===== src/rtl/core/nbg_pkg.sv =====
// Shared types, constants and saturating helpers for the n-body step block.
`default_nettype none
package nbg_pkg;
	localparam int NB     = 16;
	localparam int IDX_W  = 4;
	localparam int W      = 48;
	localparam int MA_W   = 72;
	localparam int MB_W   = 49;
	localparam int MP_W   = MA_W + MB_W;
	localparam int D2_W   = 98;
	localparam int RT_W   = D2_W / 2;

	localparam logic [0:0] CMD_LOAD = 1'b0;
	localparam logic [0:0] CMD_STEP = 1'b1;

	localparam logic [1:0] REG_BODY_COUNT    = 2'd0;
	localparam logic [1:0] REG_POSITION_RATE = 2'd1;

	typedef struct packed {
		logic [2:0][W-1:0] pos;
		logic [2:0][W-1:0] vel;
		logic [W-1:0]      mu;
	} body_t;

	typedef struct packed {
		logic             shift;
		logic             wr_load;
		logic             wr_pos;
		logic             wr_vel;
		logic [IDX_W-1:0] wr_idx;
		logic [IDX_W-1:0] n_m1;
	} cell_ctl_t;

	typedef enum logic [4:0] {
		S_IDLE, S_PLOAD, S_PMUL, S_PMUL_W, S_PWB, S_PAIR, S_SQ, S_SQ_W, S_CHK,
		S_SQRT_W, S_MUE_W, S_QDIV_W, S_VMUL, S_VMUL_W, S_VDIV_W, S_NEXT, S_VWB
	} state_t;

	function automatic logic [MB_W-1:0] mag49(input logic [MB_W-1:0] x);
		return x[MB_W-1] ? MB_W'(-x) : x;
	endfunction

	// a + (neg ? -m : m), clamped to the 48-bit signed range
	function automatic logic [W-1:0] sat_add(input logic [W-1:0] a,
		input logic [MB_W-1:0] m, input logic neg);
		logic signed [W+1:0] b;
		logic signed [W+1:0] s;
		b = neg ? -$signed({1'b0, m}) : $signed({1'b0, m});
		s = $signed({{2{a[W-1]}}, a}) + b;
		if (s > $signed({2'b00, 1'b0, {(W-1){1'b1}}}))
			return {1'b0, {(W-1){1'b1}}};
		if (s < $signed({2'b11, 1'b1, {(W-1){1'b0}}}))
			return {1'b1, {(W-1){1'b0}}};
		return s[W-1:0];
	endfunction
endpackage
`default_nettype wire


===== src/rtl/core/nbg_mul.sv =====
// Shift-add multiplier, one multiplier bit per cycle.
`default_nettype none
module nbg_mul (
	input  wire logic                        clk,
	input  wire logic                        arst_n,
	input  wire logic                        start,
	input  wire logic [nbg_pkg::MA_W-1:0]    a,
	input  wire logic [nbg_pkg::MB_W-1:0]    b,
	output logic                             done,
	output logic [nbg_pkg::MP_W-1:0]         prod
);
	logic                        run_q;
	logic [5:0]                  cnt_q;
	logic [nbg_pkg::MP_W-1:0]    a_q;
	logic [nbg_pkg::MB_W-1:0]    b_q;
	logic [nbg_pkg::MP_W-1:0]    acc_q;
	logic                        done_q;

	always_ff @(posedge clk or negedge arst_n) begin
		if (!arst_n) begin
			run_q  <= 1'b0;
			done_q <= 1'b0;
			cnt_q  <= '0;
		end else begin
			done_q <= 1'b0;
			if (start) begin
				run_q <= 1'b1;
				cnt_q <= '0;
			end else if (run_q) begin
				cnt_q <= cnt_q + 6'd1;
				if (cnt_q == 6'(nbg_pkg::MB_W - 1)) begin
					run_q  <= 1'b0;
					done_q <= 1'b1;
				end
			end
		end
	end

	always_ff @(posedge clk) begin
		if (start) begin
			a_q   <= nbg_pkg::MP_W'(a);
			b_q   <= b;
			acc_q <= '0;
		end else if (run_q) begin
			if (b_q[0]) acc_q <= acc_q + a_q;
			a_q <= {a_q[nbg_pkg::MP_W-2:0], 1'b0};
			b_q <= {1'b0, b_q[nbg_pkg::MB_W-1:1]};
		end
	end

	assign done = done_q;
	assign prod = acc_q;
endmodule
`default_nettype wire


===== config.mk =====
export PLATFORM = sky130hd
export DESIGN_NAME = nbg_mul
export DESIGN_NICKNAME = d
export VERILOG_FILES = /design/src/rtl/core/nbg_pkg.sv /design/src/rtl/core/nbg_mul.sv
export SDC_FILE = /design/constraint.sdc
export NUM_CORES = 1
export LEC_CHECK = 0
export BUFFER_PORTS_ARGS = -buffer_cell sky130_fd_sc_hd__buf_2
export CORE_ASPECT_RATIO = 0.6
export CORE_MARGIN = 2
export CORE_UTILIZATION = 41
export DETAILED_ROUTE_END_ITERATION = 8
export SLEW_MARGIN = 10
export SYNTH_ARGS = -nofsm -noshare
export SYNTH_HDL_FRONTEND = slang
export SYNTH_SLANG_ARGS = --single-unit

===== constraint.sdc =====
create_clock -name clk -period 5.7 [get_ports clk]
set_input_delay 0.285 -clock clk [delete_from_list [all_inputs] [get_ports clk]]
set_output_delay 0.285 -clock clk [all_outputs]
set_load 0.05 [all_outputs]

# Word-level counts from Yosys, hierarchy flattened
# Index checks and enable logic that the tools add are counted.
# classes
muxes,12
addsub,2
reduce_logical,2
n_eq_ne,1
# ops
op,n
$mux 72,2
$add 121x121->121,1
$mux 49,2
$mux 6,2
$add 6x1->6 const B,1
$eq 6x6->1 const B,1
$mux 1,6
$reduce_and 2->1,1
$reduce_bool 2->1,1
# word_totals
elab_cells,24
regBits,299
out_inout_bits,122
in_bits,124

# Logic depth before layout (Yosys ltp)
# logic_depth
word_depth,4
depth_mapped,13

# Worst setup path after synthesis
# OpenSTA, ideal clock, no wires.
# synth_path
kind,reg2reg
start,reg run_q
end,reg a_q[0] (netlist bit) (enable)
path_buffers,2
synth_period_minus_slack_ns,4.061
t_arrival_ns,3.587
setup_ns,0.474
path_stages_with_launch,5
setup_slack_ns,1.639
t_required_ns,5.226
path_cell_list,dfrtp_1 -> buf_1 -> clkbuf_1 -> nor2_1 -> inv_1
# synth_via
elab_chain_len,1
# synth_rtl
item,line_no,source
start: declaration,nbg_mul.sv:12,logic run_q;
start signal: assignment,nbg_mul.sv:21,run_q <= 1'b0;
start signal: assignment,nbg_mul.sv:27,run_q <= 1'b1;
start signal: assignment,nbg_mul.sv:32,run_q <= 1'b0;
$reduce_bool 2->1 (no source line),--,
end signal: assignment,nbg_mul.sv:41,a_q <= nbg_pkg::MP_W'(a);
end signal: assignment,nbg_mul.sv:46,"a_q <= {a_q[nbg_pkg::MP_W-2:0], 1'b0};"
end: declaration,nbg_mul.sv:14,logic [nbg_pkg::MP_W-1:0] a_q;
# Every way passes these cells.
# A chain may end at the register's enable or synchronous reset.

# Final worst setup path
# layout_path
start,reg a_q[3] (netlist bit)
end,"reg acc_q, in the netlist prod[107]"
# layout_via
elab_chain_len,1
# layout_rtl
item,line_no,source
$add 121x121->121,nbg_mul.sv:45,if (b_q[0]) acc_q <= acc_q + a_q;
end signal: assignment,nbg_mul.sv:45,
end: declaration,nbg_mul.sv:16,logic [nbg_pkg::MP_W-1:0] acc_q;
# Every way passes these cells.

==> run metrics <==
status=completed; critical-path maximum fanout=6; Post-CTS Setup Bufs=0; setup ws final=roughly 1600 ps; vias in the first global route=16.62k; flops & latches, synth=299; setup TNS=0 ps; GPL Wtd Cong=roughly 0.95; Placement Setup Slack=~1700 ps; Syn-to-layout area delta=20.31%; Hold Fails Final Rpt=0; residual DRC count=0; Synthesis Warnings=0; Post-DRT Antenna Nets=0; Synth Area in Simple Gates=between 10% and 20%; adder-cell share of the synthesized area=under 10%; relative slew slack=28.32%; Final Instance Area=~23000 sq um; Pleak=10.02 nW; gr usage total=24.62%; Post-synth EDFFs=121; mux cell area share after synthesis=9.786%; Post-Synthesis Cells=2178; Sink Count=299; worst hold margin=50.06 ps; worst min path class=primary input to flip-flop; Tot Pwr=7.891 mW; CTS resizes=0; max-slew violations=0; xor/xnor share of the synthesized area=5.010%; die area=48710 sq um; FP Rows=61; Final period util=between 70% and 80%; synthesized area=19230 sq um; Post-synth top flop=dfxtp_1; share of cells above drive strength 1=18.67%; async set or reset register ratio after synthesis=2.676%; routed vias/inst=around 5.6; Initial Util=41.51%; largest net degree at the start of global routing=between 100 and 150; wirelength, routed=61400 um; Overflow after GRT=0; initial antenna violation count=0; core box area=around 46000 sq um; final HPWL from detailed placement=45370 um; worst slew pin tran=1069 ps; max cap viols=0; unrepaired setup endpoints after global routing=no; largest family of logic cells by synthesized area=compound AO/OA/AOI/OAI gates; n_diodes=0; post-synthesis sequential area ratio=37.63%; CP Launch Type=flip-flop; I/O Buffers=roughly 250; Die W=283.6 um; Pwr per Cell Area=between 300 and 400 nW/um^2; Setup CP Type=flip-flop to flip-flop; Compound-Gate Fraction of Synth Area=20.12%; number of DRC markers in iteration 0=roughly 1.4k; Max VDD drop=0.2241 mV; area of the multi-input gates=11350 sq um; clk_lat worst skew=610 ps; Filler Cell Count=between 4k and 5k; number of nets in the layout=2707; dpl cells=2938; CTS tree=yes; skew final=about 13 ps; WL/cell=~20 um; Longest Clk Path Bufs=3; Root Driver=clkbuf_16; global-route wire length before repair=95680 um; Pre-antenna DRT Iters=5; Max Fclk=242.9 MHz; die height=171.8 um; Syn Area/Cell=8.829 sq um; dpl cell area=around 21000 sq um; IO Pins=246; Hold-fix buffers, CTS=118; vias after detailed routing=17.38k; CP endpoint kind=flip-flop; Crit path required time=between 6000 and 7000 ps; worst endpoint data arrival time=4590 ps; syn nets=2425; H-tree depth=1; final setup fails=0; Worst-path clk slew=70 ps; minimum clock period after layout=4118 ps; non-filler cells in the finished layout=3115; register area=7238 sq um; total CTS buffers=31; Yosys cell types=84; final core occ=49.94%
==> cells by family (layout without fill, tap and decap cells) <==
family	Yosys count	in the layout
adders and majority gates	123	123
muxes	173	173
AOI/OAI and AO/OA	636	636
and+or+nand+nor	672	672
buffers and inverters	165	472
DFF	299	299
xor gates and xnor gates	110	110
==> synth_stat cells (5+ instances only) <==
cell	number	area, sq um
nor3_1	26	130.1
inv_1	41	153.9
and4_1	7	61.31
a211oi_1	13	97.59
clkbuf_1	98	367.9
mux2i_1	53	530.5
buf_4	6	45.04
dfxtp_1	170	3403
and2_1	14	87.58
xnor2_1	66	578.1
dfrtp_1	8	200.2
ha_1	122	1526
o21bai_1	34	255.2
o31ai_1	10	75.07
nor2_1	165	619.3
o211ai_1	10	75.07
or3_1	11	68.82
nand4_1	61	381.6
nand3_1	31	155.2
nor2b_1	9	56.30
and3_1	7	43.79
mux2_2	119	1340
nand2b_1	12	75.07
edfxtp_1	121	3633
buf_1	8	30.03
a31oi_1	11	68.82
nand3b_1	5	37.54
o21ai_1	18	90.09
o21ai_0	142	710.7
a21o_1	58	435.4
a21oi_1	254	1271
nand2_1	297	1115
a21boi_0	6	45.04
buf_2	11	55.05
o21a_1	28	210.2
xor2_1	44	385.4
==> area by class of cell <==
cell class	count	share of cell area (%)
multi-input combinational	1714	49.06
sequential	299	31.29
timing repair buffer	373	10.84
clock buffer	33	3.429
tap	630	3.407
clock inverter	25	1.309
inverter	41	0.6760
==> cells in the final DEF (no fill, tap or decap), types with 7 or more instances in the layout <==
| cell type | count |
|---|---|
| dfxtp_1 | 170 |
| nand2b_1 | 12 |
| ha_1 | 122 |
| a21oi_1 | 254 |
| and2_1 | 13 |
| edfxtp_1 | 121 |
| nor2b_1 | 9 |
| or3_1 | 11 |
| o211ai_1 | 10 |
| nand2_1 | 296 |
| and4_1 | 7 |
| inv_1 | 40 |
| a31oi_1 | 11 |
| o31ai_1 | 10 |
| o21a_1 | 28 |
| and3_1 | 7 |
| xor2_1 | 44 |
| xnor2_1 | 66 |
| buf_2 | 244 |
| nor2_1 | 163 |
| o21ai_0 | 142 |
| a21o_1 | 58 |
| o21bai_1 | 34 |
| clkinv_1 | 7 |
| nand3_1 | 31 |
| dfrtp_1 | 7 |
| clkbuf_16 | 31 |
| nand4_1 | 61 |
| mux2i_1 | 53 |
| mux2_2 | 119 |
| buf_4 | 8 |
| a211oi_1 | 13 |
| nor3_1 | 26 |
| o21ai_1 | 18 |
| dlygate4sd3_1 | 119 |
==> registers in the layout, indices dropped and copies added, names as in the netlist <==
name and cells:
done 1, b_q 49, a_q 121, cnt_q 6
run_q 1, prod 121
==> path summary, 6_finish.rpt <==
kind                       startpoint         to  slack, ps  cells after the start
setup / recovery               a_q[3]  prod[107]       1580                     12
hold / removal                  b[44]    b_q[44]         50                      2
setup reg to reg               a_q[3]  prod[107]       1580                     12
hold reg to reg              prod[10]   prod[10]        470                      2
max in group asynchronous      arst_n      run_q       5450                      2
min in group asynchronous      arst_n       done         60                      2
==> where the power goes <==
part           internal [mW]  switching (mW)
clock network           1.29           0.938
registers               2.48           0.177
logic                   1.01            2.01
==> worst max-delay path: stages (launching register included) <==
cell	delay, ps
edfxtp_1	410
ha_1	370
a21o_1	180
a21oi_1	210
a21oi_1	190
o2111ai_1	360
a31oi_1	240
a211oi_1	930
o21ai_1	340
a21boi_0	390
o21ai_1	140
xnor2_1	160
o21ai_1	70
==> metal layers <==
metal | GRT usage, % | wire, um | vias to the layer above
met3 | 5.477 | 4763 | 66
li1 | - | - | 8463
met1 | 38.00 | 31480 | 8268
met4 | 4.831 | 1224 | 0
met5 | 0 | 0 | -
met2 | 34.53 | 23930 | 582
(Power assumes the default switching activity.)
