==> src/rtl/core/nbg_pkg.sv <==
// Shared types, constants and saturating helpers for the n-body step block.
`default_nettype none
package nbg_pkg;
	localparam int NB     = 16;
	localparam int IDX_W  = 4;
	localparam int W      = 48;
	localparam int MA_W   = 72;
	localparam int MB_W   = 49;
	localparam int MP_W   = MA_W + MB_W;
	localparam int D2_W   = 98;
	localparam int RT_W   = D2_W / 2;

	localparam logic [0:0] CMD_LOAD = 1'b0;
	localparam logic [0:0] CMD_STEP = 1'b1;

	localparam logic [1:0] REG_BODY_COUNT    = 2'd0;
	localparam logic [1:0] REG_POSITION_RATE = 2'd1;

	typedef struct packed {
		logic [2:0][W-1:0] pos;
		logic [2:0][W-1:0] vel;
		logic [W-1:0]      mu;
	} body_t;

	typedef struct packed {
		logic             shift;
		logic             wr_load;
		logic             wr_pos;
		logic             wr_vel;
		logic [IDX_W-1:0] wr_idx;
		logic [IDX_W-1:0] n_m1;
	} cell_ctl_t;

	typedef enum logic [4:0] {
		S_IDLE, S_PLOAD, S_PMUL, S_PMUL_W, S_PWB, S_PAIR, S_SQ, S_SQ_W, S_CHK,
		S_SQRT_W, S_MUE_W, S_QDIV_W, S_VMUL, S_VMUL_W, S_VDIV_W, S_NEXT, S_VWB
	} state_t;

	function automatic logic [MB_W-1:0] mag49(input logic [MB_W-1:0] x);
		return x[MB_W-1] ? MB_W'(-x) : x;
	endfunction

	// a + (neg ? -m : m), clamped to the 48-bit signed range
	function automatic logic [W-1:0] sat_add(input logic [W-1:0] a,
		input logic [MB_W-1:0] m, input logic neg);
		logic signed [W+1:0] b;
		logic signed [W+1:0] s;
		b = neg ? -$signed({1'b0, m}) : $signed({1'b0, m});
		s = $signed({{2{a[W-1]}}, a}) + b;
		if (s > $signed({2'b00, 1'b0, {(W-1){1'b1}}}))
			return {1'b0, {(W-1){1'b1}}};
		if (s < $signed({2'b11, 1'b1, {(W-1){1'b0}}}))
			return {1'b1, {(W-1){1'b0}}};
		return s[W-1:0];
	endfunction
endpackage
`default_nettype wire

==> src/rtl/core/nbg_sqrt.sv <==
// Digit-by-digit integer square root, one root bit per cycle.
`default_nettype none
module nbg_sqrt (
	input  wire logic                        clk,
	input  wire logic                        arst_n,
	input  wire logic                        start,
	input  wire logic [nbg_pkg::D2_W-1:0]    rad,
	output logic                             done,
	output logic [nbg_pkg::RT_W-1:0]         root
);
	logic                        run_q;
	logic                        done_q;
	logic [5:0]                  cnt_q;
	logic [nbg_pkg::D2_W-1:0]    rad_q;
	logic [nbg_pkg::RT_W+1:0]    rem_q;
	logic [nbg_pkg::RT_W-1:0]    root_q;
	logic [nbg_pkg::RT_W+3:0]    t_rem;
	logic [nbg_pkg::RT_W+3:0]    t_try;
	logic                        fits;

	assign t_rem = {rem_q, rad_q[nbg_pkg::D2_W-1 -: 2]};
	assign t_try = (nbg_pkg::RT_W+4)'({root_q, 2'b01});
	assign fits  = t_rem >= t_try;

	always_ff @(posedge clk or negedge arst_n) begin
		if (!arst_n) begin
			run_q  <= 1'b0;
			done_q <= 1'b0;
			cnt_q  <= '0;
		end else begin
			done_q <= 1'b0;
			if (start) begin
				run_q <= 1'b1;
				cnt_q <= '0;
			end else if (run_q) begin
				cnt_q <= cnt_q + 6'd1;
				if (cnt_q == 6'(nbg_pkg::RT_W - 1)) begin
					run_q  <= 1'b0;
					done_q <= 1'b1;
				end
			end
		end
	end

	always_ff @(posedge clk) begin
		if (start) begin
			rad_q  <= rad;
			rem_q  <= '0;
			root_q <= '0;
		end else if (run_q) begin
			rad_q  <= {rad_q[nbg_pkg::D2_W-3:0], 2'b00};
			rem_q  <= fits ? (nbg_pkg::RT_W+2)'(t_rem - t_try)
			               : t_rem[nbg_pkg::RT_W+1:0];
			root_q <= {root_q[nbg_pkg::RT_W-2:0], fits};
		end
	end

	assign done = done_q;
	assign root = root_q;
endmodule
`default_nettype wire

==> config.mk <==
export PLATFORM = sky130hd
export DESIGN_NAME = nbg_sqrt
export DESIGN_NICKNAME = d
export VERILOG_FILES = /design/src/rtl/core/nbg_pkg.sv /design/src/rtl/core/nbg_sqrt.sv
export SDC_FILE = /design/constraint.sdc
export NUM_CORES = 1
export LEC_CHECK = 0
export ABC_AREA = 1
export CORE_MARGIN = 1.5
export CORE_UTILIZATION = 45
export DETAILED_ROUTE_END_ITERATION = 16
export DONT_BUFFER_PORTS = 1
export PLACE_DENSITY = 0.69
export SLEW_MARGIN = 40
export SYNTH_ARGS = -nofsm -noshare
export SYNTH_HDL_FRONTEND = slang
export SYNTH_SLANG_ARGS = --single-unit
==> constraint.sdc <==
create_clock -name clk -period 4.1 [get_ports clk]
set_input_delay 0.82 -clock clk [delete_from_list [all_inputs] [get_ports clk]]
set_output_delay 0.82 -clock clk [all_outputs]
set_load 0.02 [all_outputs]
# Yosys cells after proc, flatten, opt, wreduce, memory -nomap -nowiden
# Cells that the tools add are included.
[totals]
ff_bits = 206
latchBits = 0
ram_bits = 0
rom_bits = 0
out_inout_bits = 50
elab_cells = 22
memories = 0
[op_classes]
n_addsub = 2
n_mul = 0
n_div = 0
order_cmp = 1
n_eq_ne = 1
shift = 0
mux = 11
bitwise = 0
reduce_logical = 1
[ops]
columns = ["operator", "count"]
rows = [
  ["$mux W98", 2],
  ["$ge A53 B51 Y1", 1],
  ["$mux W51", 1],
  ["$sub A51 B51 Y51", 1],
  ["$mux W6", 2],
  ["$add A6 B1 Y6 const B", 1],
  ["$eq A6 B6 Y1 const B", 1],
  ["$mux W1", 6],
  ["$reduce_bool A2 Y1", 1],
]

# Longest topological paths before layout
[depth]
word_depth = 4
mapped_depth = 18
ltp_nobuf = 18

# Least setup slack after synthesis
# No wires, ideal clock.
[synth_path]
kind = "input to register"
startpoint = "in start"
endpoint = "reg rad_q[0] in the netlist's numbering, enable pin"
arrival_time_ns = 4.120
required_time_ns = 3.599
slack_ns = -0.522
cell_stages = 4
cell_sequence = "clkbuf_1 -> nor2_1 -> clkinv_1 -> clkbuf_1"
[synth_via]
elab_chain_cells = 1
[synth_rtl]
columns = ["item", "line", "source"]
rows = [
  ["start: declaration", "nbg_sqrt.sv:6", "input wire logic start,"],
  ["$reduce_bool A2 Y1 (no line)", "-", ""],
  ["end signal: assignment", "nbg_sqrt.sv:47", "rad_q <= rad;"],
  ["end signal: assignment", "nbg_sqrt.sv:51", "rad_q <= {rad_q[nbg_pkg::D2_W-3:0], 2'b00};"],
  ["end: declaration", "nbg_sqrt.sv:14", "logic [nbg_pkg::D2_W-1:0] rad_q;"],
]
# No other way between the ends.
# A chain may end at the register's enable or synchronous reset.

# Final worst setup path
[layout_path]
startpoint = "reg root_q, in the netlist root[36]"
endpoint = "reg rem_q[10] in the netlist's numbering"
[layout_via]
elab_chain_cells = 2
[layout_rtl]
columns = ["item", "line", "source"]
rows = [
  ["start: declaration", "nbg_sqrt.sv:16", "logic [nbg_pkg::RT_W-1:0] root_q;"],
  ["start signal: assignment", "nbg_sqrt.sv:54", "root_q <= {root_q[nbg_pkg::RT_W-2:0], fits};"],
  ["$ge A53 B51 Y1", "nbg_sqrt.sv:23", "assign fits = t_rem >= t_try;"],
  ["$mux W51", "nbg_sqrt.sv:52", "rem_q <= fits ? (nbg_pkg::RT_W+2)'(t_rem - t_try)"],
  ["end signal: assignment", "nbg_sqrt.sv:52", ""],
  ["end: declaration", "nbg_sqrt.sv:15", "logic [nbg_pkg::RT_W+1:0] rem_q;"],
]
# No other way between the ends.

==> metrics.cfg <==
[setup_path]
crit_path_max_fanout=27
endpoint_kind=register
crit_type=register to register
required_ns=4.53
critPathLaunchType=register
arrival_ns=3.64

[logic_synthesis]
synth_fp_nets=1952
synth_cell_type_count=40
syn_area_um2=12400
yosys_warnings=0
syn_avg_cell_area_um2=6.92
ys_seq_area_share_pct=41.4
synth_top_family_by_area=simple AND/OR/NAND/NOR gates
synth_compound_area_share_pct=7.59
synth_edf_count=98
synth-xor-area-share_pct=1.97
netlist_instances=1798
synthSimpleGateAreaFrac_pct=33.9
synth_flop_cell=dfxtp_1
ys_seq_elements=206
muxShareOfSynthArea_pct=0
yosys.area_share.adder_pct=5.33
ys_async_sr_fraction_pct=3.88

[final_layout]
final_common_cell=nand2_1
diodes=0
syn_to_final_growth_pct=8.22
mostFrequentLayoutCells=nand2_1 (750), inv_1 (248), dfxtp_1 (100), nand3_1 (98), edfxtp_1 (98)
layout.nets=1934
layout-drive-gt1-share_pct=3.90

[outcome]
outcome=finished clean

[place]
dp_hpwl_mm=25.1
place.gp.congestion=0.974
portBuffers=0

[power]
p_sw_w=0.00500
p_sw_share_pct=47.3
leakagePower_nw=6.86
pwr-share-comb_pct=55.8
seqPwrFrac_pct=25.5
power.share.clock_pct=18.7
vdd_drop_max_mv=0.389
power_density_nw_per_um2=785
internal-power_w=0.00557

[floorplanning]
dieArea_um2=28600
num_rows=60
die_y_um=169
io_pins=151
die_w_um=169
core-area_um2=27000
initial_core_util_pct=46.0

[timing]
slew_violations=0
clock_skew_ns=0.00807
fmax_ghz=0.312
rsz0062_at_grt=false
finalSetupTns_ns=0
hold_viol=0
worst_pin_slew_ns=0.734
relSlewSlack_pct=51.1
finalSetupViolCount=0
fin_crit_ns=3.21
holdWs_ns=0.452
min_period_over_period_pct=78.3

[cts]
cts_made_buffers=23
clockBufferDepth=3
clk_pin_slew_worst_paths_ns=0.06
cts_tree=built
clock-root-buffer=clkbuf_16
cts_resized=0
cts_sinks=206
h-tree-depth=1
clock_latency_ns=0.53
cts_setup_buffers=0

[drt]
met3_length_mm=2.26
first_pass_iters=5
wl_per_cell_um=15.7
antenna_left=0
drt_wl_total_mm=33.6
first_iter_violations=660
vias=10900
drc=0
highest_layer=met4
wl_met2_mm=15.1
viasPerCell=5.11
met1Wirelength_mm=15.1

[grt]
grt_pass1_vias=10900
grt_pass1_wl_mm=54.6
antenna_found_initial=0
gr-total-overflow=0
grt_max_degree=110
track_usage_pct=23.9

[worst_hold_path]
hold_path.class=input pin to register

[run]
cap_violations=0

worst max-delay path: stages, from the launching register on:
cell and delay [ns]:
dfxtp_1 0.45, inv_1 0.14, ha_1 0.47, nand2_1 0.12, inv_2 0.08, nand2_1 0.11, nor2_2 0.24, inv_1 0.08
nor3_1 0.18, nand2_1 0.11, nand3_2 0.41, buf_4 0.39, a21oi_1 0.13, o21ai_1 0.12, nand2_1 0.06
per-layer routing:
metal	vias to the layer above	global-route usage [%]
met2	290	40.5
met4	0	9.08
li1	5654	-
met5	-	0
met1	4897	29.7
met3	72	5.50
logic make-up (layout without fill, tap and decap cells):
group                      after synthesis  after routing
xor gates and xnor gates                28             28
buffers and inverters                  315            313
and+or+nand+nor                       1030           1030
adders and majority gates               53             53
AOI/OAI and AO/OA                      166            166
DFF                                    206            206
path summary, 6_finish.rpt:
path | to | slack, ns | from | cells after the start
max | rem_q[10] | 0.89 | root[36] | 14
min | rem_q[36] | 0.45 | start | 1
max reg2reg | rem_q[10] | 0.89 | root[36] | 14
min reg2reg | rem_q[49] | 0.46 | rem_q[49] | 2
max in group asynchronous | cnt_q[1] | 3.17 | arst_n | 1
min in group asynchronous | cnt_q[3] | 0.64 | arst_n | 1
cell usage after synthesis, types with 3 or more instances:
| cell type | number | area (um^2) |
|---|---|---|
| nor2_2 | 5 | 31.3 |
| o21ai_1 | 10 | 50.1 |
| xnor2_1 | 12 | 105 |
| nand3b_1 | 6 | 45.0 |
| dfrtp_1 | 8 | 200 |
| o22ai_1 | 48 | 300 |
| nor3_1 | 13 | 65.1 |
| clkbuf_1 | 42 | 158 |
| nor2_1 | 99 | 372 |
| nand3_1 | 98 | 490 |
| nand4_1 | 30 | 188 |
| o21ai_0 | 28 | 140 |
| nand2_1 | 750 | 2820 |
| o21bai_1 | 11 | 82.6 |
| inv_1 | 248 | 931 |
| a21oi_1 | 59 | 295 |
| buf_2 | 3 | 15.0 |
| inv_2 | 10 | 37.5 |
| o211ai_1 | 5 | 37.5 |
| edfxtp_1 | 98 | 2940 |
| buf_4 | 6 | 45.0 |
| dfxtp_1 | 100 | 2000 |
| ha_1 | 53 | 663 |
| and3_1 | 3 | 18.8 |
| xor2_1 | 16 | 140 |
| or2_1 | 16 | 100 |
registers in the layout, indices dropped and copies added, names as in the netlist:
| register | count |
|---|---|
| rem_q | 51 |
| rad_q | 98 |
| root | 49 |
| run_q | 1 |
| cnt_q | 6 |
| done | 1 |
final cells by class:
| type | count | area [um^2] |
|---|---|---|
| Tap cell | 341 | 427 |
| Multi-Input combinational cell | 1277 | 6070 |
| Clock buffer | 35 | 671 |
| Fill cell | 2760 | 13600 |
| Clock inverter | 6 | 51.3 |
| Inverter | 260 | 987 |
| Timing Repair Buffer | 12 | 105 |
| Sequential cell | 206 | 5140 |
stage by stage:
stage	setup WS, ns	instances	instance area (um^2)	util [%]	total power [W]
2_1_floorplan	1.05	1798	12400	-	0.00710
4_1_cts	0.867	2137	13500	49.8	0.0106
5_1_grt	0.596	2137	13500	49.8	0.0115
6_report	0.890	2137	13500	49.8	0.0106
3_5_place_dp	0.895	2095	12700	47.1	0.00858
3_3_place_gp	0.960	2095	12700	47.1	0.00852
power groups by stage:
stage | clock network, W | logic (W) | registers [W]
floorplan | 0 | 0.00445 | 0.00265
global placement | 0 | 0.00579 | 0.00272
detailed placement | 0 | 0.00585 | 0.00273
CTS | 0.00203 | 0.00588 | 0.00269
global route | 0.00210 | 0.00669 | 0.00273
finish | 0.00198 | 0.00590 | 0.00270
timing repair:
action                                  in CTS  in global routing
hold buffers                                 1                  0
hold endpoints to repair                     8                  0
endpoints found under the setup margin       0                  0
(Power assumes the default switching activity.)
