**src/rtl/core/nbg_pkg.sv**
```systemverilog
// Shared types, constants and saturating helpers for the n-body step block.
`default_nettype none
package nbg_pkg;
	localparam int NB     = 16;
	localparam int IDX_W  = 4;
	localparam int W      = 48;
	localparam int MA_W   = 72;
	localparam int MB_W   = 49;
	localparam int MP_W   = MA_W + MB_W;
	localparam int D2_W   = 98;
	localparam int RT_W   = D2_W / 2;

	localparam logic [0:0] CMD_LOAD = 1'b0;
	localparam logic [0:0] CMD_STEP = 1'b1;

	localparam logic [1:0] REG_BODY_COUNT    = 2'd0;
	localparam logic [1:0] REG_POSITION_RATE = 2'd1;

	typedef struct packed {
		logic [2:0][W-1:0] pos;
		logic [2:0][W-1:0] vel;
		logic [W-1:0]      mu;
	} body_t;

	typedef struct packed {
		logic             shift;
		logic             wr_load;
		logic             wr_pos;
		logic             wr_vel;
		logic [IDX_W-1:0] wr_idx;
		logic [IDX_W-1:0] n_m1;
	} cell_ctl_t;

	typedef enum logic [4:0] {
		S_IDLE, S_PLOAD, S_PMUL, S_PMUL_W, S_PWB, S_PAIR, S_SQ, S_SQ_W, S_CHK,
		S_SQRT_W, S_MUE_W, S_QDIV_W, S_VMUL, S_VMUL_W, S_VDIV_W, S_NEXT, S_VWB
	} state_t;

	function automatic logic [MB_W-1:0] mag49(input logic [MB_W-1:0] x);
		return x[MB_W-1] ? MB_W'(-x) : x;
	endfunction

	// a + (neg ? -m : m), clamped to the 48-bit signed range
	function automatic logic [W-1:0] sat_add(input logic [W-1:0] a,
		input logic [MB_W-1:0] m, input logic neg);
		logic signed [W+1:0] b;
		logic signed [W+1:0] s;
		b = neg ? -$signed({1'b0, m}) : $signed({1'b0, m});
		s = $signed({{2{a[W-1]}}, a}) + b;
		if (s > $signed({2'b00, 1'b0, {(W-1){1'b1}}}))
			return {1'b0, {(W-1){1'b1}}};
		if (s < $signed({2'b11, 1'b1, {(W-1){1'b0}}}))
			return {1'b1, {(W-1){1'b0}}};
		return s[W-1:0];
	endfunction
endpackage
`default_nettype wire

```
**src/rtl/core/nbg_div.sv**
```systemverilog
// Restoring divider, one quotient bit per cycle.
`default_nettype none
module nbg_div (
	input  wire logic                        clk,
	input  wire logic                        arst_n,
	input  wire logic                        start,
	input  wire logic [nbg_pkg::MP_W-1:0]    num,
	input  wire logic [nbg_pkg::D2_W-1:0]    den,
	output logic                             done,
	output logic [nbg_pkg::MP_W-1:0]         quot
);
	logic                        run_q;
	logic                        done_q;
	logic [6:0]                  cnt_q;
	logic [nbg_pkg::MP_W-1:0]    num_q;
	logic [nbg_pkg::D2_W-1:0]    den_q;
	logic [nbg_pkg::D2_W-1:0]    rem_q;
	logic [nbg_pkg::D2_W:0]      trial;
	logic                        qbit;

	assign trial = {rem_q, num_q[nbg_pkg::MP_W-1]};
	assign qbit  = trial >= {1'b0, den_q};

	always_ff @(posedge clk or negedge arst_n) begin
		if (!arst_n) begin
			run_q  <= 1'b0;
			done_q <= 1'b0;
			cnt_q  <= '0;
		end else begin
			done_q <= 1'b0;
			if (start) begin
				run_q <= 1'b1;
				cnt_q <= '0;
			end else if (run_q) begin
				cnt_q <= cnt_q + 7'd1;
				if (cnt_q == 7'(nbg_pkg::MP_W - 1)) begin
					run_q  <= 1'b0;
					done_q <= 1'b1;
				end
			end
		end
	end

	always_ff @(posedge clk) begin
		if (start) begin
			num_q <= num;
			den_q <= den;
			rem_q <= '0;
		end else if (run_q) begin
			rem_q <= qbit ? nbg_pkg::D2_W'(trial - {1'b0, den_q})
			              : trial[nbg_pkg::D2_W-1:0];
			num_q <= {num_q[nbg_pkg::MP_W-2:0], qbit};
		end
	end

	assign done = done_q;
	assign quot = num_q;
endmodule
`default_nettype wire

```
**config.mk**
```make
export PLATFORM = sky130hd
export DESIGN_NAME = nbg_div
export DESIGN_NICKNAME = d
export VERILOG_FILES = /design/src/rtl/core/nbg_pkg.sv /design/src/rtl/core/nbg_div.sv
export SDC_FILE = /design/constraint.sdc
export NUM_CORES = 1
export LEC_CHECK = 0
export ABC_AREA = 1
export BUFFER_PORTS_ARGS = -buffer_cell sky130_fd_sc_hd__buf_2
export CAP_MARGIN = 20
export CORE_ASPECT_RATIO = 0.8
export CORE_MARGIN = 5
export CORE_UTILIZATION = 50
export CTS_BUF_LIST = sky130_fd_sc_hd__clkbuf_16
export CTS_CLUSTER_SIZE = 8
export DETAILED_ROUTE_END_ITERATION = 10
export PLACE_DENSITY = 0.74
export SLEW_MARGIN = 20
export SYNTH_ARGS = -nofsm -noshare
export SYNTH_HDL_FRONTEND = slang
export SYNTH_SLANG_ARGS = --single-unit
```
**constraint.sdc**
```tcl
create_clock -name clk -period 4.4 [get_ports clk]
set_input_delay 0.88 -clock clk [delete_from_list [all_inputs] [get_ports clk]]
set_output_delay 0.88 -clock clk [all_outputs]
set_load 0.02 [all_outputs]
```
### Word level (Yosys, flattened, before mapping)

Cells that the tools add are included.

| cells by class | value |
|---|---|
| add/sub/neg operators | 2 |
| $mul | 0 |
| div/mod/pow operators | 0 |
| order comparisons | 1 |
| equality and inequality tests | 1 |
| shifts and indexed selects | 0 |
| mux-type cells | 11 |
| bitwise logic cells | 0 |
| reductions and logical operators | 1 |

Operators with widths:

| cell | count |
|---|---|
| 2-to-1 mux 121 bit | 2 |
| greater-or-equal comparator 99 x 98 -> 1 bit | 1 |
| 2-to-1 mux 98 bit | 1 |
| subtractor 98 bit | 1 |
| 2-to-1 mux 7 bit | 2 |
| adder 7 x 1 -> 7 bit (second input constant) | 1 |
| equality test 7 bit (second input constant) | 1 |
| 2-to-1 mux 1 bit | 6 |
| nonzero test 2 bit | 1 |

| storage, ports and cells | value |
|---|---|
| bits in registers | 326 |
| bits in latches | 0 |
| RAM bits | 0 |
| bits in read-only memories | 0 |
| bits of input ports | 222 |
| output and inout bits | 122 |
| logic and storage cells | 22 |
| memories kept | 0 |

### Logic depth before layout (Yosys ltp)

| logic depth | value |
|---|---|
| depth after elaboration | 4 |
| gate-level depth with buffers | 20 |
| mapped depth without buffers | 19 |

### Least setup slack after synthesis

No wires, ideal clock.

| path | value |
|---|---|
| path type | input port to flip-flop |
| start point | in start |
| end point | reg num_q (netlist bit quot[0]), enable pin |
| library setup time | 0.530 ns |
| data arrival time | 4.830 ns |
| data required time | 3.870 ns |
| path slack | -0.960 ns |
| stages | 4 |
| path buffers | 2 |
| path through | clkbuf_1 -> nor2_1 -> inv_1 -> clkbuf_1 |

| on the way | value |
|---|---|
| longest elaborated chain between the ends | 1 |

Ends and longest elaborated chain:

| what | line | text |
|---|---|---|
| start: declaration | nbg_div.sv:6 | `input wire logic start,` |
| nonzero test 2 bit (no source line) | - |  |
| end signal: assignment | nbg_div.sv:46 | `num_q <= num;` |
| end signal: assignment | nbg_div.sv:52 | `num_q <= {num_q[nbg_pkg::MP_W-2:0], qbit};` |
| end: declaration | nbg_div.sv:15 | `logic [nbg_pkg::MP_W-1:0] num_q;` |

No other way between the ends.
A chain may end at the register's enable or synchronous reset.

### Worst setup path in the final report

| path | value |
|---|---|
| start point | reg den_q[8] (netlist name) |
| end point | reg rem_q[16] (netlist name) |

| on the way | value |
|---|---|
| longest elaborated chain between the ends | 2 |
| elaborated cells between the ends (all ways) | 3 |
| classes of those cells | add/sub (1); order compare (1); mux (1) |

Ends and longest elaborated chain:

| what | line | text |
|---|---|---|
| start: declaration | nbg_div.sv:16 | `logic [nbg_pkg::D2_W-1:0] den_q;` |
| start signal: assignment | nbg_div.sv:47 | `den_q <= den;` |
| subtractor 98 bit / greater-or-equal comparator 99 x 98 -> 1 bit (equally long branches) | nbg_div.sv:50, nbg_div.sv:22 |  |
| 2-to-1 mux 98 bit * | nbg_div.sv:50 | `rem_q <= qbit ? nbg_pkg::D2_W'(trial - {1'b0, den_q})` |
| end signal: assignment | nbg_div.sv:50 |  |
| end: declaration | nbg_div.sv:17 | `logic [nbg_pkg::D2_W-1:0] rem_q;` |

Every way passes the cells marked *; elsewhere a longest branch is shown, timed or not.

==> qor.yml <==
run_status:
  outcome: "completed"
worst_setup_path:
  worstRegToRegCells: 12
  path_delay_family: "simple AND/OR/NAND/NOR gates"
  r2r_end: "rem_q[16]"
  cp-endpoint: "rem_q[16]"
  cp_max_fo: 38
  critical_path_buf_inv_count: 2
  crit_top_cell: "nand2_1"
  path_class: "reg2reg"
  cp_slowest_cell: "nor4_1"
  worstPathCellList: "inv_1, ha_1, nand2_1, nor2_1, nand2_1, nor4_1, nand4_4, nand3_4, buf_4, nand2_1, nand3_1, o21ai_0"
  r2r-start: "den_q[8]"
  cp-end-kind: "register"
  critPathLaunch: "den_q[8]"
  critPathArrivalTime_ns: 3.84
  cp.required_ns: 4.84
  cp_num_cells: 12
  cp-start-kind: "register"
  critPathMaxStageDelay_ns: 0.76
  rrSetupSlack_ns: 0.99
synthesis:
  syn_inst: 3662
  ys.warnings.count: 0
  synth_seq_cells: 326
  synth_area_leaders: "edfxtp_1, nand2_1, inv_1"
  syn_area_um2: 23500
  yosys.cell_types.count: 38
  yosysSeqAreaShare: 0.374
  yosysTopAreaCell: "edfxtp_1"
  synth_top_area_share: 0.280
  synth_fp_nets: 3985
  synth.avg_cell_area_um2: 6.40
pwr:
  cellPowerDensity_nw_per_um2: 356
  power_frac_seq: 0.385
  p_int_uw: 6330
  p_leak_uw: 0.0153
  netSwitchingFraction: 0.346
  switchingPower_uw: 3350
  power_uw: 9680
  p_comb_frac: 0.270
  clkPwrFrac: 0.344
  vdd_drop_max_mv: 0.300
clock_tree:
  clkTransAtPathRegs_ns: 0.06
  cts_tree: "built"
  clk_latency_ns: 0.62
  cts_setup_buffers: 0
  root_buffer: "clkbuf_16"
  cts_buffers: 46
  cts_sinks: 326
  htreeDepth: 2
  cts_resized: 0
  ctsHoldBuffers: 0
  clock_path_buffers: 3
drt:
  ant_nets: 0
  drt_iter0_drc: 2485
  num_vias: 24035
  drc: 0
  wl_per_cell_um: 17.7
  firstDrtPassIters: 5
  wirelength_um: 81900
  vias_per_cell: 5.18
worst_hold_path:
  min_path_type: "in2async"
grt:
  grt_antenna_before_repair: 5
  grt_max_degree: 136
  grt_usage: 0.308
  grt_pass1_wl_um: 125000
  grt_pass1_vias: 22269
  grt_remaining_overflow: 0
timing:
  relSlewSlack: 0.336
  tightest_slew_ns: 0.996
  drv_slew: 0
  tns_ns: 0
  max_freq_mhz: 293
  setup_viol: 0
  min_period_ns: 3.41
  period_share: 0.774
  fin_skew_ns: 0.0671
  rsz0062_at_grt: "no"
  hold_viol: 0
final_layout:
  stdcell_count: 4639
  nNetsFinal: 4302
  layout-drive-gt1-share: 0.109
  area_delta_synth_final_pct: 15.8
floorplan:
  ios: 344
  die_w_um: 252
  dieArea_um2: 51400
  num_rows: 71
  die_h_um: 204
  core_area_um2: 46700
  initial_core_util: 0.502
placement:
  place_hpwl_um: 64400
  place.gp.congestion: 1.09
  dp.cells: 4551
  port_buffers: 343
job:
  maxCapViolations: 0
==> flip-flops by register name, summed over array words and instances (netlist names) <==
register / count
den_q: 98
done: 1
quot: 121
cnt_q: 7
rem_q: 98
run_q: 1
==> layout make-up <==
| cell class | count | area, µm² |
|---|---|---|
| inverters | 764 | 2870 |
| diodes | 2 | 5.00 |
| well taps | 620 | 776 |
| clock inverters | 40 | 229 |
| clock buffers | 46 | 1150 |
| fillers | 4697 | 19600 |
| flip-flops and latches | 326 | 8760 |
| repair buffers | 357 | 1890 |
| multi-input cells | 2484 | 11500 |
==> metal layers <==
| metal | routed length [µm] | GRT usage | share of wire |
|---|---|---|---|
| met1 | 37000 | 0.467 | 0.45 |
| met2 | 34100 | 0.451 | 0.42 |
| met3 | 9060 | 0.0681 | 0.11 |
| met4 | 1700 | 0.0702 | 0.021 |
| met5 | 25 | 0 | 0.00031 |
==> through the flow <==
step / hold WS [ns] / utilization / cell area [µm²] / setup WS, ns
global route: 0.112 / 0.581 / 27200 / 0.724
global placement: 0.462 / 0.551 / 25800 / 0.982
finish: 0.121 / 0.581 / 27200 / 0.993
floorplan: 0.448 / - / 23500 / 0.918
detailed placement: 0.465 / 0.551 / 25800 / 0.878
CTS: 0.0946 / 0.581 / 27100 / 0.849
==> how the worst min path moves through the flow <==
stage,start,to,cells past startpoint
after detailed placement,rem_q[67],rem_q[67],2
after CTS,arst_n,cnt_q[0],1
after global placement,rem_q[96],rem_q[96],2
after global routing,arst_n,cnt_q[1],1
final,arst_n,cnt_q[0],1
after floorplan,rem_q[49],rem_q[49],2
==> placed cells by master, fill, tap and decap left out, types with 2 or more instances in the layout <==
cell / instances
a21oi_1: 73
and2_1: 7
buf_12: 4
buf_2: 342
buf_4: 7
buf_6: 3
clkbuf_16: 46
clkinv_1: 2
clkinv_16: 3
dfrtp_1: 9
dfxtp_1: 98
diode_2: 2
edfxtp_1: 219
ha_1: 100
inv_1: 784
inv_2: 13
nand2_1: 1566
nand3_1: 223
nand3b_1: 11
nand4_1: 118
nor2_1: 217
nor2_2: 6
nor2_4: 3
nor3_1: 11
nor4_1: 7
o21ai_0: 67
o21bai_1: 13
xnor2_1: 50
==> synth_stat cells, drive strengths merged <==
library cell	number
a21oi	74
nand3	224
nand4	119
edfxtp	219
a21boi	1
xor2	1
nand3b	11
fa	1
a21o	1
xnor2	50
and2	8
nand2	1567
or2	1
inv	762
clkbuf	61
nor4	7
dfxtp	98
o21bai	13
o21ai	67
dfrtp	9
buf	27
clkinv	2
nor2	226
ha	100
o221a	1
nor3	12
==> power by group through the flow <==
stage / registers, µW / logic (µW) / clock network [µW]
after floorplan: 3880 / 1630 / 0
after global placement: 3780 / 2530 / 0
after detailed placement: 3780 / 2560 / 0
after CTS: 3730 / 2570 / 3380
after global routing: 3760 / 2910 / 3540
final: 3730 / 2620 / 3330
==> cell families (layout without fill, tap and decap cells) <==
logic type,Yosys count,after routing,share of synthesized area
compound gates,157,157,0.0359
xor+xnor,51,51,0.0190
fa+ha+maj,101,101,0.0542
buf+inv,852,1207,0.139
flops,326,326,0.374
other cells,0,2,0
simple gates,2175,2175,0.379
Note: power is estimated with default switching activity, not from simulation.
